<file path="src/design/tbdsa_pkg.sv">
// Shared types and constants for the texture block deswizzle address generator.
// Used by tbdsa_swz and texture_block_deswizzle_address_top; depends on nothing.
`default_nettype none

package tbdsa_pkg;

  // Configuration port geometry.
  localparam int unsigned CfgIdxW  = 2;
  localparam int unsigned CfgDataW = 13;

  typedef enum logic [CfgIdxW-1:0] {
    CFG_BPB_LOG2 = 2'd0,
    CFG_WIDTH    = 2'd1,
    CFG_HEIGHT   = 2'd2
  } cfg_idx_e;

  // Fixed field widths.
  localparam int unsigned SliceW   = 8;
  localparam int unsigned CoordW   = 12;
  localparam int unsigned BplW     = 3;
  localparam int unsigned AddrW    = 36;
  localparam int unsigned MaxBplog = 4;
  // Column index in bytes: coordinate shifted by up to the largest block size.
  localparam int unsigned XbW      = CoordW + MaxBplog;
  // Shift applied to the column tail ranges over 3..7.
  localparam int unsigned ColShW   = 3;
  localparam int unsigned ColShMin = 3;

  typedef struct packed {
    logic [SliceW-1:0] slice_index;
    logic [CoordW-1:0] block_x;
    logic [CoordW-1:0] block_y;
  } item_t;

  typedef struct packed {
    logic [AddrW-1:0] src_addr;
    logic [AddrW-1:0] dst_addr;
    logic             in_range;
  } result_t;

endpackage

`default_nettype wire

</file>
<file path="src/design/texture_block_deswizzle_address_top.sv">
// Top level of the texture block deswizzle address generator.
// Depends on tbdsa_pkg and instantiates tbdsa_swz.
//
// Usage: software sets bytes per block (as log2), width and height in blocks
// through the write port (cfg_we_i, cfg_idx_i, cfg_data_i) while no beat is in
// flight. Each beat on item_i is taken at a clock edge with start_i high; busy_o
// is always low, so a new block coordinate may enter every cycle.
// For every beat the block returns one result on result_o, marked by done_o for
// a single cycle, once the beat has passed three registered stages: one stage forms
// the swizzled in-slice offset and the surface products, one forms the slice
// offsets and the range check, and one adds them into the output register.
// Throughput is one block per cycle; the three stages set only the latency.
// The receiver has no way to hold results off, and results come out in order.
// Reset clears all valid bits and restores the registers to 4 bytes per block,
// a 1 by 1 surface; no beat is in flight after reset.
// Results: src_addr is the swizzled source offset, dst_addr the linear one, and
// in_range is low for blocks outside the surface or past the aligned surface.
`default_nettype none

module texture_block_deswizzle_address_top #(
  parameter int unsigned MAX_DIM_LOG2 = 12,
  parameter int unsigned SLICE_BITS   = 8
) (
  input  wire logic                               clk_i,
  input  wire logic                               rst_ni,
  input  wire logic                               start_i,
  output logic                                    busy_o,
  input  wire tbdsa_pkg::item_t                   item_i,
  output logic                                    done_o,
  output tbdsa_pkg::result_t                      result_o,
  input  wire logic                               cfg_we_i,
  input  wire logic [tbdsa_pkg::CfgIdxW-1:0]      cfg_idx_i,
  input  wire logic [tbdsa_pkg::CfgDataW-1:0]     cfg_data_i
);

  localparam int unsigned DW   = MAX_DIM_LOG2 + 1;
  localparam int unsigned CMPW = (DW > tbdsa_pkg::CfgDataW) ? DW : tbdsa_pkg::CfgDataW;
  localparam int unsigned LSW  = $clog2(MAX_DIM_LOG2 + 5);
  localparam int unsigned HLW  = $clog2(MAX_DIM_LOG2 + 1);
  localparam int unsigned SB   = (SLICE_BITS < tbdsa_pkg::SliceW) ? SLICE_BITS
                                                                  : tbdsa_pkg::SliceW;
  localparam int unsigned SW   = 2 * DW + 3;
  localparam int unsigned LAW  = (16 + MAX_DIM_LOG2 > 23) ? 16 + MAX_DIM_LOG2 : 23;
  localparam int unsigned CW   = ((LAW > SW) ? LAW : SW) + 1;
  localparam int unsigned LW   = 16 + DW;
  localparam int unsigned PW   = SB + SW;
  localparam logic [DW-1:0] Top = {1'b1, {MAX_DIM_LOG2{1'b0}}};

  // Configuration registers.
  logic [tbdsa_pkg::BplW-1:0]     bpl_q;
  logic [tbdsa_pkg::CfgDataW-1:0] width_q;
  logic [tbdsa_pkg::CfgDataW-1:0] height_q;

  always_ff @(posedge clk_i or negedge rst_ni) begin
    if (!rst_ni) begin
      bpl_q    <= tbdsa_pkg::BplW'(2);
      width_q  <= tbdsa_pkg::CfgDataW'(1);
      height_q <= tbdsa_pkg::CfgDataW'(1);
    end else if (cfg_we_i) begin
      unique case (tbdsa_pkg::cfg_idx_e'(cfg_idx_i))
        tbdsa_pkg::CFG_BPB_LOG2: bpl_q    <= cfg_data_i[tbdsa_pkg::BplW-1:0];
        tbdsa_pkg::CFG_WIDTH:    width_q  <= cfg_data_i;
        tbdsa_pkg::CFG_HEIGHT:   height_q <= cfg_data_i;
        default: ;
      endcase
    end
  end

  // Surface geometry from the registers.
  logic [DW-1:0]                  w_clamp;
  logic [DW-1:0]                  h_clamp;
  logic [DW-1:0]                  h_less;
  logic [tbdsa_pkg::BplW-1:0]     bl;
  logic [HLW-1:0]                 w_top;
  logic [HLW-1:0]                 h_less_top;
  logic [HLW-1:0]                 hl;
  logic [LSW-1:0]                 line_shift;
  logic [tbdsa_pkg::ColShW-1:0]   col_shift;

  always_comb begin
    bl = (bpl_q > tbdsa_pkg::BplW'(tbdsa_pkg::MaxBplog)) ?
         tbdsa_pkg::BplW'(tbdsa_pkg::MaxBplog) : bpl_q;

    if (width_q == '0) begin
      w_clamp = DW'(1);
    end else if (CMPW'(width_q) > CMPW'(Top)) begin
      w_clamp = Top;
    end else begin
      w_clamp = DW'(width_q);
    end

    if (height_q == '0) begin
      h_clamp = DW'(1);
    end else if (CMPW'(height_q) > CMPW'(Top)) begin
      h_clamp = Top;
    end else begin
      h_clamp = DW'(height_q);
    end

    h_less = h_clamp - DW'(1);

    w_top      = '0;
    h_less_top = '0;
    for (int i = 0; i < DW; i++) begin
      if (w_clamp[i]) w_top = HLW'(i);
      if (h_less[i])  h_less_top = HLW'(i);
    end

    // Height rounded up to a power of two is 2^hl.
    hl = (h_less == '0) ? '0 : h_less_top + HLW'(1);

    line_shift = LSW'(w_top) + LSW'(bl);

    // One extra column bit for each of mask bits 3 to 6 that is set.
    if (LSW'(hl) <= LSW'(3)) begin
      col_shift = tbdsa_pkg::ColShW'(tbdsa_pkg::ColShMin);
    end else if (LSW'(hl) >= LSW'(7)) begin
      col_shift = tbdsa_pkg::ColShW'(tbdsa_pkg::ColShMin + 4);
    end else begin
      col_shift = tbdsa_pkg::ColShW'(hl);
    end
  end

  // Stage A: swizzled offset and the two dimension products.
  logic [tbdsa_pkg::XbW-1:0] xb;
  logic [LAW-1:0]            swz_addr;

  assign xb = tbdsa_pkg::XbW'(item_i.block_x) << bl;

  tbdsa_swz #(
    .LAW (LAW),
    .LSW (LSW)
  ) u_swz (
    .by_i         (item_i.block_y),
    .xb_i         (xb),
    .line_shift_i (line_shift),
    .col_shift_i  (col_shift),
    .addr_o       (swz_addr)
  );

  logic                              valid_a_q;
  logic [SB-1:0]                     slice_a_q;
  logic [tbdsa_pkg::CoordW-1:0]      bx_a_q;
  logic [tbdsa_pkg::BplW-1:0]        bl_a_q;
  logic [DW-1:0]                     w_a_q;
  logic [HLW-1:0]                    hl_a_q;
  logic [LAW-1:0]                    addr_a_q;
  logic [2*DW-1:0]                   wh_a_q;
  logic [tbdsa_pkg::CoordW+DW-1:0]   ybw_a_q;
  logic                              xy_ok_a_q;

  logic accept;
  assign accept = start_i && !busy_o;
  assign busy_o = 1'b0;

  always_ff @(posedge clk_i) begin
    if (accept) begin
      slice_a_q <= item_i.slice_index[SB-1:0];
      bx_a_q    <= item_i.block_x;
      bl_a_q    <= bl;
      w_a_q     <= w_clamp;
      hl_a_q    <= hl;
      addr_a_q  <= swz_addr;
      wh_a_q    <= (2*DW)'(w_clamp) * (2*DW)'(h_clamp);
      ybw_a_q   <= (tbdsa_pkg::CoordW+DW)'(item_i.block_y) * (tbdsa_pkg::CoordW+DW)'(w_clamp);
      xy_ok_a_q <= (CMPW'(item_i.block_x) < CMPW'(w_clamp)) &&
                   (CMPW'(item_i.block_y) < CMPW'(h_clamp));
    end
  end

  // Stage B: surface sizes, slice offsets, linear offset and range check.
  logic [SW-1:0]  aligned_b;
  logic [SW-1:0]  plain_b;
  logic [LSW-1:0] align_sh_b;
  logic [CW-1:0]  bpb_b;
  logic [PW-1:0]  sa_prod;
  logic [PW-1:0]  sp_prod;
  logic [LW-1:0]  lin_b;
  logic           ok_b;

  always_comb begin
    align_sh_b = LSW'(hl_a_q) + LSW'(bl_a_q);
    aligned_b  = SW'(w_a_q) << align_sh_b;
    plain_b    = SW'(wh_a_q) << bl_a_q;
    bpb_b      = CW'(1) << bl_a_q;
    sa_prod    = PW'(slice_a_q) * PW'(aligned_b);
    sp_prod    = PW'(slice_a_q) * PW'(plain_b);
    lin_b      = (LW'(ybw_a_q) + LW'(bx_a_q)) << bl_a_q;
    ok_b       = xy_ok_a_q && ((CW'(addr_a_q) + bpb_b) <= CW'(aligned_b));
  end

  logic                        valid_b_q;
  logic [tbdsa_pkg::AddrW-1:0] sa_b_q;
  logic [tbdsa_pkg::AddrW-1:0] sp_b_q;
  logic [LAW-1:0]              addr_b_q;
  logic [LW-1:0]               lin_b_q;
  logic                        ok_b_q;

  always_ff @(posedge clk_i) begin
    if (valid_a_q) begin
      sa_b_q   <= tbdsa_pkg::AddrW'(sa_prod);
      sp_b_q   <= tbdsa_pkg::AddrW'(sp_prod);
      addr_b_q <= addr_a_q;
      lin_b_q  <= lin_b;
      ok_b_q   <= ok_b;
    end
  end

  // Stage C: final adds into the output register.
  logic               valid_c_q;
  tbdsa_pkg::result_t result_q;

  always_ff @(posedge clk_i) begin
    if (valid_b_q) begin
      result_q.src_addr <= sa_b_q + tbdsa_pkg::AddrW'(addr_b_q);
      result_q.dst_addr <= sp_b_q + tbdsa_pkg::AddrW'(lin_b_q);
      result_q.in_range <= ok_b_q;
    end
  end

  always_ff @(posedge clk_i or negedge rst_ni) begin
    if (!rst_ni) begin
      valid_a_q <= 1'b0;
      valid_b_q <= 1'b0;
      valid_c_q <= 1'b0;
    end else begin
      valid_a_q <= accept;
      valid_b_q <= valid_a_q;
      valid_c_q <= valid_b_q;
    end
  end

  assign done_o   = valid_c_q;
  assign result_o = result_q;

endmodule

`default_nettype wire

</file>
<file path="src/design/tbdsa_swz.sv">
// Block-linear swizzle of one block coordinate into a byte offset within a slice.
// Depends on tbdsa_pkg for field widths.
`default_nettype none

module tbdsa_swz #(
  parameter int unsigned LAW = 28,
  parameter int unsigned LSW = 5
) (
  input  wire logic [tbdsa_pkg::CoordW-1:0] by_i,
  input  wire logic [tbdsa_pkg::XbW-1:0]    xb_i,
  input  wire logic [LSW-1:0]               line_shift_i,
  input  wire logic [tbdsa_pkg::ColShW-1:0] col_shift_i,
  output logic      [LAW-1:0]               addr_o
);

  logic [LAW-1:0] row_tail;
  logic [LAW-1:0] row_low;
  logic [LAW-1:0] col_tail;
  logic [LAW-1:0] col_low;

  always_comb begin
    // Rows above bit 6 step by whole row pitches; row bits 0 to 2 interleave with
    // the low byte-column bits inside a 512-byte group of blocks, and bits 3 to 6 sit above it.
    row_tail = LAW'({by_i[tbdsa_pkg::CoordW-1:7], 7'b0}) << line_shift_i;
    row_low  = LAW'({by_i[6:3], 9'b0}) | LAW'({by_i[2:1], 6'b0}) | LAW'({by_i[0], 4'b0});
    col_tail = LAW'({xb_i[tbdsa_pkg::XbW-1:6], 6'b0}) << col_shift_i;
    col_low  = LAW'({xb_i[5], 8'b0}) | LAW'({xb_i[4], 5'b0}) | LAW'(xb_i[3:0]);
    addr_o   = row_tail | row_low | col_tail | col_low;
  end

endmodule

`default_nettype wire
</file>
<file path="config.mk">
export PLATFORM = sky130hd
export DESIGN_NAME = texture_block_deswizzle_address_top
export DESIGN_NICKNAME = d
export VERILOG_FILES = /design/src/design/tbdsa_pkg.sv /design/src/design/texture_block_deswizzle_address_top.sv /design/src/design/tbdsa_swz.sv
export SDC_FILE = /design/constraint.sdc
export NUM_CORES = 2
export LEC_CHECK = 0
export ABC_AREA = 1
export ABC_CLOCK_PERIOD_IN_PS = 9200
export BUFFER_PORTS_ARGS = -buffer_cell sky130_fd_sc_hd__buf_2
export CORE_MARGIN = 2
export CORE_UTILIZATION = 60
export DETAILED_ROUTE_END_ITERATION = 8
export PLACE_DENSITY = 0.75
export SLEW_MARGIN = 0
export SYNTH_ARGS = -nofsm -noshare
export SYNTH_HDL_FRONTEND = slang
export SYNTH_SLANG_ARGS = --single-unit
</file>
<file path="constraint.sdc">
create_clock -name clk_i -period 9.2 [get_ports clk_i]
set_clock_uncertainty 0.05 [all_clocks]
set_input_delay 0.92 -clock clk_i [delete_from_list [all_inputs] [get_ports clk_i]]
set_output_delay 0.92 -clock clk_i [all_outputs]
set_load 0.02 [all_outputs]
</file>
# Word-level counts from Yosys, hierarchy flattened
# Cells that the tools add are included.
# word_totals
register_bits	355
input_bits	51
out_inout_bits	75
wordCells	100
# classes
add_sub_neg	8
multipliers	4
order_cmp	8
eq_ne	2
shifts	7
muxes	32
n_bitwise	7
reduce_logical	9
# ops
op	count
$mux 4	23
$or 28x28->28	3
$mul 8x29->36	2
$shl 26x3->29	2
$mux 13	4
$logic_not 13->1	3
$add 36x28->36	1
$add 36x29->36	1
$add 28x30->30	1
$le 30x29->1	1
$shl 1x3->30 const A	1
$shl 13x5->29	1
$or 28x4->28	1
$or 28x5->28	1
$shl 12x5->28	1
$shl 16x3->28	1
$add 25x12->26	1
$gt 13x13->1 const B	2
$lt 12x13->1	2
$mul 13x13->26	1
$mul 12x13->25	1
$shl 12x3->16	1
$or 13x8->13	1
$sub 13x1->13 const B	1
other kinds (13)	20

# Longest topological paths before layout
# depth
word_depth	24
depth_mapped	43
depth_no_buf	41

# Hierarchy
# A second synthesis with hierarchy kept.
# hier_totals
hier_cells	5411
area_unflattened_um2	45016.9
# modules_own_cells
module	n_inst	cells_each	area_each_um2	seq_area_each_um2
texture_block_deswizzle_address_top	1	5205	44037.2	10503.8
tbdsa_swz	1	206	979.7	0.0

# Least setup slack after synthesis
# Ideal clock, no wire load.
# synth_path
path_kind	register -> register
from	register bl_a_q[1] (netlist name)
to	register sa_b_q[29] (netlist name), data pin
setup_time_ps	259
arrival_ps	7279
required_time_ps	8891
slack_ps	1612
path_stages_with_launch	35
path_buffers	4
synth_period_minus_slack_ps	7588
cell_sequence	edfxtp_1 inv_1 clkbuf_1 clkbuf_1 buf_1 fa_1 inv_1 buf_1 mux2i_1 o21ai_0 nand2_1 nor2_1 inv_1 nor2_1 fa_1 inv_1 fa_1 fa_1 fa_1 inv_1 ha_1 a21o_1 nand3_1 nand2_1 a21oi_1 o21ai_0 a21boi_1 o21ai_0 a21oi_1 o21ai_1 a21boi_0 o21ai_1 nand3_1 nand2_1 xor2_1
# synth_via
elab_chain_cells	3
# synth_lines
element	line	source
start: declaration	texture_block_deswizzle_address_top.sv:144	logic [tbdsa_pkg::BplW-1:0] bl_a_q;
start signal: assignment	texture_block_deswizzle_address_top.sv:160	bl_a_q <= bl;
$add 4x3->5	texture_block_deswizzle_address_top.sv:182	align_sh_b = LSW'(hl_a_q) + LSW'(bl_a_q);
$shl 13x5->29	texture_block_deswizzle_address_top.sv:183	aligned_b = SW'(w_a_q) << align_sh_b;
$mul 8x29->36	texture_block_deswizzle_address_top.sv:186	sa_prod = PW'(slice_a_q) * PW'(aligned_b);
via sa_prod[29]	texture_block_deswizzle_address_top.sv:176	logic [PW-1:0] sa_prod;
end signal: assignment	texture_block_deswizzle_address_top.sv:201	sa_b_q <= tbdsa_pkg::AddrW'(sa_prod);
end: declaration	texture_block_deswizzle_address_top.sv:193	logic [tbdsa_pkg::AddrW-1:0] sa_b_q;
# The timed path passes the listed nets, and every way through them passes these cells.
# A chain may end at the register's enable or synchronous reset.

# Worst setup path in the final report
# layout_path
from	register bl_a_q[0] (netlist name)
to	register sa_b_q[29] (netlist name), data pin
# The elaborated chain is that of the path after synthesis.

==> metrics.txt <==
Initial DRC Count=3,046; # port buffers=124; dominant cell type by area after synthesis=fa_1; num rows=99; global-route wire length before repair=191,000 um; status=completed; Final min period=8.42 ns; reg2reg end=sa_b_q[29]$_DFFE_PP_; H-tree depth=2; Routed Antenna Nets=0; Clock Pin Slew Worst Setup and Hold Paths=0.07 ns; Final period util=91.5%; asr flop ratio synth=9.01%; die width=275 um; Layout Utilization=64.4%; Slew Viols, Final=0; CP max-delay cell=fa_1; synth top area cells=fa_1 (25%), edfxtp_1 (22%), ha_1 (11%); yosys warns=0; postcts setup bufs=0; post-synthesis cell count=5,198; critical path startpoint category=register; Synth Register Bits=355; count of final hold-check violations=0; GRT met2 Usage=50.8%; DRT Pass-1 Iters=6; Yosys cell types=66; total clock sinks=355; Most Crowded Layer GR=met2; residual DRC count=0; Total Routing Usage GR=32.6%; count leader, synth=nand2_1; met3 GRT Util=6.35%; Root Driver=clkbuf_16; CTS max path bufs=3; sequential share of the synthesized area=23.8%; Max transition margin=18.6%; max cap viols=0; I/O pin cnt=126; Post-CTS Resized=0; CP max FO=17; GPL Wtd Cong=0.973; depth of the most critical reg-to-reg path=33; initial antenna violation count=5; hpwl dp=96,600 um; total wire length=120,000 um; RSZ-0062 raised after global routing=false; total grt overflow=0; Die ar.=0.0756 mm2; crit path DAT=8.71 ns; number of synthesized flops with an enable pin=323; Synth Flop Type=edfxtp_1; net count after synthesis=6,189; layout cells sized above 1=5.54%; critical path data required time=9.49 ns; area delta synth->final=6.56%; flop2flop setup slack=0.78 ns; Layout Nets=6,249; Die H=275 um; Via Count=35,300; GR Util met1=46.0%; fmax=0.119 GHz; Mapped Area=0.0440 mm2; CTS tree=done; Syn Area/Cell=8.47 um2; Initial Util=60.5%; total CTS buffers=43; core footprint=0.0728 mm2; CTS Hold Bufs=0; Synth top area share=25.4%; Hold Path Class=in2async; Synth top cells by count=nand2_1 (1,161), inv_1 (927), fa_1 (559); Worst-Margin Slew=1.22 ns; reg2reg start=bl_a_q[0]$_DFFE_PP_; setup violators final=0; setup_tns=0 ns; largest net degree at the start of global routing=76; CP Capture Type=register; drt via density=5.65; number of global-route vias before repair=35,000; CP Class=reg2reg; FILL cells=6,246; crit-path max cell delay=0.49 ns; DR WL/cell=19.2 um; worst skew pair latency=0.59 ns
critical path: cells and delay by family (launching register included):
kind	cells	cell delay [ns]
adders and majority gates	7	2.67
AOI/OAI and AO/OA	10	2.57
DFF	1	0.35
buffers and inverters	6	0.91
xor gates and xnor gates	1	0.14
and+or+nand+nor	9	1.44
stage by stage:
step / hold slack, ns / area [um2] / setup WS (ns) / std cells
floorplan: 0.350 / 44000 / 1.61 / 5198
global placement: 0.364 / 45600 / 0.916 / 6172
detailed placement: 0.356 / 45600 / 0.903 / 6172
CTS: 0.357 / 46900 / 0.903 / 6249
global route: 0.379 / 46900 / 0.200 / 6249
finish: 0.360 / 46900 / 0.781 / 6250
state kept, by name, summed over array words and instances (netlist names), 3 cells and up:
name / flops
height_q: 13
bx_a_q: 12
wh_a_q: 26
hl_a_q: 4
bpl_q: 3
sa_b_q: 36
w_a_q: 13
sp_b_q: 36
slice_a_q: 8
width_q: 13
lin_b_q: 29
result_o: 73
ybw_a_q: 25
bl_a_q: 3
addr_a_q: 28
addr_b_q: 28
worst max path at each step:
stage                                 to  slack (ns)           startpoint
floorplan           sa_b_q[29]$_DFFE_PP_        1.61  bl_a_q[1]$_DFFE_PP_
global placement    sa_b_q[29]$_DFFE_PP_        0.92  bl_a_q[0]$_DFFE_PP_
detailed placement  sa_b_q[29]$_DFFE_PP_        0.90  bl_a_q[0]$_DFFE_PP_
CTS                 sa_b_q[29]$_DFFE_PP_        0.90  bl_a_q[0]$_DFFE_PP_
global route        sa_b_q[29]$_DFFE_PP_        0.20  bl_a_q[0]$_DFFE_PP_
finish              sa_b_q[29]$_DFFE_PP_        0.78  bl_a_q[0]$_DFFE_PP_
per-layer routing:
layer  routed length, um  part of all wire [%]
met1               50800                    42
met2               53100                    44
met3               11800                   9.8
met4                4590                   3.8
met5                  10                0.0083
cell families (layout without fill, tap and decap cells):
kind of cell / count (synthesis) / count (layout) / synth area share, %
compound gates: 630 / 630 / 7.96
xor+xnor: 225 / 225 / 4.47
fa+ha+maj: 940 / 940 / 36.2
buf+inv: 1110 / 1202 / 9.52
flops: 355 / 355 / 23.8
mux: 17 / 17 / 0.386
other cells: 1 / 2 / 0.00851
simple gates: 1920 / 1920 / 17.6
cell usage in the layout (no fill, tap or decap), types with 11 or more instances in the layout:
| cell type | instances |
|---|---|
| clkbuf_1 | 11 |
| o211ai_1 | 14 |
| ha_1 | 381 |
| o21ai_1 | 15 |
| xor2_1 | 154 |
| buf_4 | 45 |
| nand4_1 | 31 |
| o21bai_1 | 12 |
| a21oi_1 | 216 |
| clkinv_1 | 18 |
| xnor2_1 | 71 |
| inv_2 | 16 |
| buf_2 | 123 |
| nand3_1 | 182 |
| o22ai_1 | 14 |
| nor2_1 | 471 |
| nor3_1 | 24 |
| dfrtp_1 | 27 |
| a21o_1 | 16 |
| a31oi_1 | 18 |
| mux2i_1 | 17 |
| o21ai_0 | 258 |
| nand2_1 | 1161 |
| or2_2 | 13 |
| clkbuf_16 | 43 |
| fa_1 | 559 |
| edfxtp_1 | 323 |
| a21boi_0 | 16 |
| inv_1 | 927 |
final cells by class:
type	instances	area [um2]	share of cell area (%)
flip-flops and latches	355	10500	22.4
multi-input cells	3733	29400	62.5
well taps	959	1200	2.56
clock inverters	23	204	0.435
repair buffers	168	953	2.03
inverters	957	3590	7.65
diodes	1	2.50	0.00533
clock buffers	54	1120	2.38
Power is left out: the tool's default activity adds up to more than one toggle a clock period on the data nets, which glitch-free logic cannot reach.
